[src/design/rbsi_contact.sv]
// ----------------------------------------------------------------------------
// rbsi_contact
// Contact coordinate origin + dir * t, Q format, saturated. Two stages:
// multiply magnitudes, then shift, sign, add and clamp; zero when keep is low.
// ----------------------------------------------------------------------------
module rbsi_contact #(
    parameter int CW = 32,
    parameter int FB = 16
) (
    input  logic                 clk,
    input  logic                 keep,
    input  logic signed [CW-1:0] origin,
    input  logic signed [CW-1:0] dir,
    input  logic signed [CW-1:0] tval,
    output logic signed [CW-1:0] coord
);

    localparam int PW = 2 * CW;
    localparam int SW = PW + 2;
    localparam logic signed [SW-1:0] S_MAX = SW'({1'b0, {(CW-1){1'b1}}});
    localparam logic signed [SW-1:0] S_MIN = -S_MAX - SW'(1);

    logic [CW-1:0]        dmag;
    logic [CW-1:0]        tmag;
    logic [PW-1:0]        prod_reg;
    logic                 neg_reg;
    logic                 keep_reg;
    logic signed [CW-1:0] org_reg;
    logic signed [SW-1:0] osx;
    logic signed [SW-1:0] psx;
    logic signed [SW-1:0] sum;
    logic signed [CW-1:0] sat_val;
    logic signed [CW-1:0] coord_reg;

    assign dmag = dir[CW-1]  ? (~dir + CW'(1))  : dir;
    assign tmag = tval[CW-1] ? (~tval + CW'(1)) : tval;

    always_ff @(posedge clk)
    begin
        prod_reg <= PW'(dmag) * PW'(tmag);
        neg_reg  <= dir[CW-1] ^ tval[CW-1];
        keep_reg <= keep;
        org_reg  <= origin;
    end

    always_comb
    begin
        osx = SW'(org_reg);
        psx = $signed({2'b00, prod_reg >> FB});
        sum = neg_reg ? (osx - psx) : (osx + psx);
        if (sum > S_MAX)
            sat_val = S_MAX[CW-1:0];
        else if (sum < S_MIN)
            sat_val = S_MIN[CW-1:0];
        else
            sat_val = sum[CW-1:0];
    end

    always_ff @(posedge clk)
    begin
        coord_reg <= keep_reg ? sat_val : '0;
    end

    assign coord = coord_reg;

endmodule
[config.mk]
export PLATFORM = sky130hd
export DESIGN_NAME = rbsi_contact
export DESIGN_NICKNAME = d
export VERILOG_FILES = /design/src/design/rbsi_contact.sv
export SDC_FILE = /design/constraint.sdc
export NUM_CORES = 2
export LEC_CHECK = 0
export BUFFER_PORTS_ARGS = -buffer_cell sky130_fd_sc_hd__buf_2
export CAP_MARGIN = 20
export CORE_ASPECT_RATIO = 0.7
export CORE_MARGIN = 8
export CORE_UTILIZATION = 65
export CTS_CLUSTER_SIZE = 28
export DETAILED_ROUTE_END_ITERATION = 16
export PLACE_DENSITY = 0.83
export SLEW_MARGIN = 5
export SYNTH_ARGS = -nofsm -noshare
export SYNTH_HDL_FRONTEND = slang
export SYNTH_SLANG_ARGS = --single-unit
[constraint.sdc]
create_clock -name clk -period 29.6 [get_ports clk]
set_input_delay 1.48 -clock clk [delete_from_list [all_inputs] [get_ports clk]]
set_output_delay 1.48 -clock clk [all_outputs]
set_load 0.1 [all_outputs]
-- Yosys cells after proc, flatten, opt, wreduce, memory -nomap -nowiden
Index checks and enable logic that the tools add are counted.
Widths: inputs -> output; s select.
- output and inout bits: 32
- logic and storage cells: 23
- input port bits: 98
- register bits after elaboration: 130
- mux-type cells: 5
- $mul: 1
- reduce and logical (&&, ||, !) cells: 1
- bitwise operators: 4
- magnitude comparators: 2
- $add $sub $neg: 4
- operator list (cell ; count):
    $mux 32 ; 3
    $gt 66x32->1 const B ; 1
    $lt 66x32->1 const B ; 1
    $mux 66 ; 1
    $add 32x2->32 const B ; 2
    $mul 32x32->64 ; 1
    $not 32->32 ; 2
    $add 32x49->50 ; 1
    $sub 32x49->50 ; 1
    $mux 31 ; 1
    $reduce_or 2->1 ; 1
    $not 1->1 ; 1
    $xor 1x1->1 ; 1

-- Logic depth before layout (Yosys ltp)
- word-level depth: 5
- mapped depth: 39
- gate-level depth less buffers: 37

-- Worst setup path after synthesis
Ideal clock, no wire load.
- path type: input -> register
- start: input port tval[0]
- end: register prod_reg[63]
- cell stages on the path: 37
- arrival time: 11450 ps
- slack: 18029 ps
- buffers on the path: 2
- required time: 29479 ps
- library setup time: 121 ps
- path through: inv_1 > clkbuf_1 > ha_1 > nand2b_1 > or4_1 > or3_1 > or4_1 > nor3_1 > nand2_1 > or4_1 > o21ai_0 > xnor2_1 > clkbuf_1 > nand2_1 > fa_1 > inv_1 > fa_1 > fa_1 > fa_1 > fa_1 > fa_1 > fa_1 > inv_1 > fa_1 > inv_1 > ha_1 > a21o_1 > a21o_1 > a21oi_1 > o21bai_1 > o21bai_1 > a221o_1 > o41ai_1 > o31ai_1 > o22ai_1 > o21ba_2 > xnor2_1
- cells in the longest elaborated chain, start to end: 4
- ends and longest elaborated chain (what ; RTL line ; RTL):
    from (decl) ; 14 ; input logic signed [CW-1:0] tval,
    $not 32->32 ; 36 ; assign tmag = tval[CW-1] ? (~tval + CW'(1)) : tval;
    $add 32x2->32 ; 36 ;
    $mux 32 (*) ; 36 ;
    $mul 32x32->64 (*) ; 40 ; prod_reg <= PW'(dmag) * PW'(tmag);
    to (signal assigned) ; 40 ;
    to (decl) ; 25 ; logic [PW-1:0] prod_reg;
Every way passes the cells marked *; elsewhere a longest branch is shown, timed or not.
A chain may end at the register's enable or synchronous reset.

-- Worst setup path after layout
Same ends and word-level chain as after synthesis.

==> impl_metrics.py <==
metrics = {
    "critical_path": {
        "ff2ff_path_depth": 20,
        "max_stage_delay_ns": 0.71,
        "path_common_cell": "sky130_fd_sc_hd__fa_1",
        "worst-endpoint-arrival_ns": 13.36,
        "setup.worst_path.class": "in2reg",
        "worst-endpoint-required_ns": 29.91,
        "timing.critical_path.from_type": "input port",
        "worst_setup_path_startpoint": "tval[0]",
        "crit_end": "prod_reg[63]$_DFF_P_",
        "capturing_point_of_the_worst_reg2reg_path": "coord[29]$_SDFF_PN0_",
        "timing.critical_path.slowest_stage_cell": "sky130_fd_sc_hd__fa_1",
        "worst-path-max-fanout": 22,
        "worstReg2RegStart": "prod_reg[25]$_DFF_P_",
        "rrSetupSlack_ns": 22.36,
        "critPathCaptureType": "register",
    },
    "timing": {
        "max_slew_margin": 0.116,
        "tns_ns": 0,
        "timing_worst_slew_pin_value_ns": 1.33,
        "timing.clock.skew_ns": 0.0120,
        "timing.final.setup_violations": 0,
        "timing.final.crit_period_ns": 13.06,
        "grt_setup_unrepaired": "false",
        "timing_max_transition_violations_final": 0,
        "period_share": 0.441,
        "timing.fmax_ghz": 0.0766,
        "final-hold-violation-count": 0,
    },
    "global_route": {
        "antenna_found_initial": 2,
        "groute.usage.overall": 0.378,
        "grt_max_degree": 48,
        "grt_pass1_wl_microns": 200000,
        "globalRouteOverflowTotal": 0,
        "vias_in_the_first_global_route": 34300,
    },
    "clocking": {
        "cts_resized": 0,
        "postCtsSetupRepairBufs": 0,
        "cts_sinks": 114,
        "htreeDepth": 4,
        "clk_pin_slew_worst_paths_ns": 0.06,
        "cts-hold-fix-buffers": 0,
        "clk_latency_ns": 0.43,
        "ctsLongestPathBuffers": 2,
        "cts-buffers-inserted": 17,
        "tritoncts_clock_tree": "done",
        "ctsRootBufferMaster": "sky130_fd_sc_hd__clkbuf_16",
    },
    "synthesis": {
        "synth_area_leaders": "sky130_fd_sc_hd__fa_1 45%, sky130_fd_sc_hd__ha_1 9.8%, sky130_fd_sc_hd__inv_1 9.2%, sky130_fd_sc_hd__nor2_1 6.3%, sky130_fd_sc_hd__dfxtp_1 5.7%",
        "netlist_area_sq_um": 39700,
        "synthSimpleGateAreaFrac": 0.157,
        "synth_top_family_by_area": "adder cells",
        "synth_most_common_cell": "sky130_fd_sc_hd__inv_1",
        "postSynth.asyncResetShare": 0,
        "synth.largest_area_cell": "sky130_fd_sc_hd__fa_1",
        "synth_compound_area_frac": 0.0705,
        "yosys-mux-area-fraction": 0.000757,
        "yosys.area_share.xor_xnor": 0.0540,
        "synth_edf_count": 0,
        "synth_top_area_frac": 0.452,
        "post_synth_fa_ha_maj_area_fraction": 0.550,
        "synthFlopType": "sky130_fd_sc_hd__dfxtp_1",
        "synth_cells": 4656,
        "yosys_warnings": 0,
        "synth_seq_area_share": 0.0575,
        "synth_nets": 5962,
        "synthesis.area_per_instance_sq_um": 8.52,
        "synth-seq-cells": 114,
        "synth_commonest_cells": "972 x sky130_fd_sc_hd__inv_1, 896 x sky130_fd_sc_hd__fa_1, 668 x sky130_fd_sc_hd__nor2_1",
        "post_synth_num_cell_types": 75,
    },
    "floorplanning": {
        "starting_density_of_the_core": 0.660,
        "die_w_microns": 311,
        "core.rowCount": 75,
        "io_pins": 130,
        "dieHeight_microns": 223,
        "core_region_area_sq_um": 60200,
        "design.die.area_sq_um": 69400,
    },
    "layout": {
        "syn2layout_area_growth_pct": 7.39,
        "largest_register_ffs": 48,
        "n_fill_cell": 4671,
        "final_nets": 6032,
        "layout-drive-gt1-share": 0.0732,
        "post_layout_nonfiller_instances": 5553,
        "layout.core_utilization": 0.709,
        "finish.instance_area_sq_um": 42600,
    },
    "drt": {
        "vias_per_cell": 6.07,
        "postRouteAntennaNets": 0,
        "drt-initial-drc-count": 3884,
        "postRouteWirelength_microns": 130000,
        "detailedRoute.firstPassIterationCount": 8,
        "num_vias": 33700,
        "detailed_route_drc_error_count": 0,
        "route.detailed.wl_per_inst_microns": 23.5,
    },
    "run_status": {
        "run_status": "finished, final reports clean",
    },
    "place": {
        "dpl.hpwl_microns": 103000,
        "routabilityCongestion": 1.01,
        "io_buffers": 129,
        "post_dp_cell_area_sq_um": 42000,
        "place.detailed.instances": 5510,
    },
    "min_path": {
        "min-delay-path-class": "reg2reg",
    },
    "job": {
        "cap_violations": 0,
    },
}
[per-layer routing]
metal | vias to the layer above | routed length [microns] | track usage
met5 | - | 297 | 0.0340
met4 | 10 | 6870 | 0.147
met3 | 473 | 23900 | 0.199
met2 | 2569 | 50300 | 0.508
met1 | 16400 | 49100 | 0.509
li1 | 14200 | - | -
[cell families after synthesis]
family,Yosys count
compound gates,431
xor+xnor,243
fa+ha+maj,1208
buf+inv,1162
flops,114
mux,3
simple gates,1495
[cell type report]
type                            instances  area [sq um]  area share
Multi-Input combinational cell       3380         33600       0.788
Clock buffer                           17           425     0.00998
Inverter                              972          3650      0.0856
Clock inverter                         15           155     0.00364
Antenna cell                            6          15.0    0.000352
Timing Repair Buffer                  241          1510      0.0354
Tap cell                              808          1010      0.0237
Sequential cell                       114          2280      0.0535
[worst min-delay path by stage]
stage / start / to / depth (start not counted)
final: keep_reg$_DFF_P_ / coord[31]$_SDFF_PP0_ / 1
after detailed placement: keep_reg$_DFF_P_ / coord[31]$_SDFF_PP0_ / 1
after global placement: keep_reg$_DFF_P_ / coord[31]$_SDFF_PP0_ / 1
after global routing: keep_reg$_DFF_P_ / coord[31]$_SDFF_PP0_ / 1
after CTS: keep_reg$_DFF_P_ / coord[31]$_SDFF_PP0_ / 1
after floorplan: keep_reg$_DFF_P_ / coord[31]$_SDFF_PP0_ / 1
[stage by stage]
stage | hold slack (ns) | worst slack [ns]
global placement | 0.537 | 16.46
detailed placement | 0.551 | 16.29
CTS | 0.557 | 16.72
finish | 0.552 | 16.54
global route | 0.582 | 16.11
floorplan | 0.465 | 18.03
[cells in the final DEF, fill, tap and decap left out, drive strengths merged, types with 8 or more instances in the layout]
master	count
xnor2	152
fa	896
dfxtp	114
o211ai	14
o21bai	18
o31ai	20
buf	240
nor3	42
and3	10
or4	19
clkbuf	18
a211oi	13
xor2	91
nor2b	14
nand3	27
and2	16
or2	9
nand2	592
or3	14
o21ai	91
a31oi	13
inv	984
a21o	47
nor2	668
nand2b	25
o21a	15
o41ai	10
ha	312
a21oi	131
o31a	8
nand4	19
nor4	19
[critical path, delay by kind of cell]
| family | cells | cell delay, ns |
|---|---|---|
| and+or+nand+nor | 10 | 2.96 |
| adders and majority gates | 10 | 4.84 |
| buffers and inverters | 6 | 1.05 |
| xor gates and xnor gates | 2 | 0.69 |
| AOI/OAI and AO/OA | 7 | 2.30 |
Power is not shown: default switching activity piles up to over one toggle a cycle in this logic, so the estimate is an artifact.
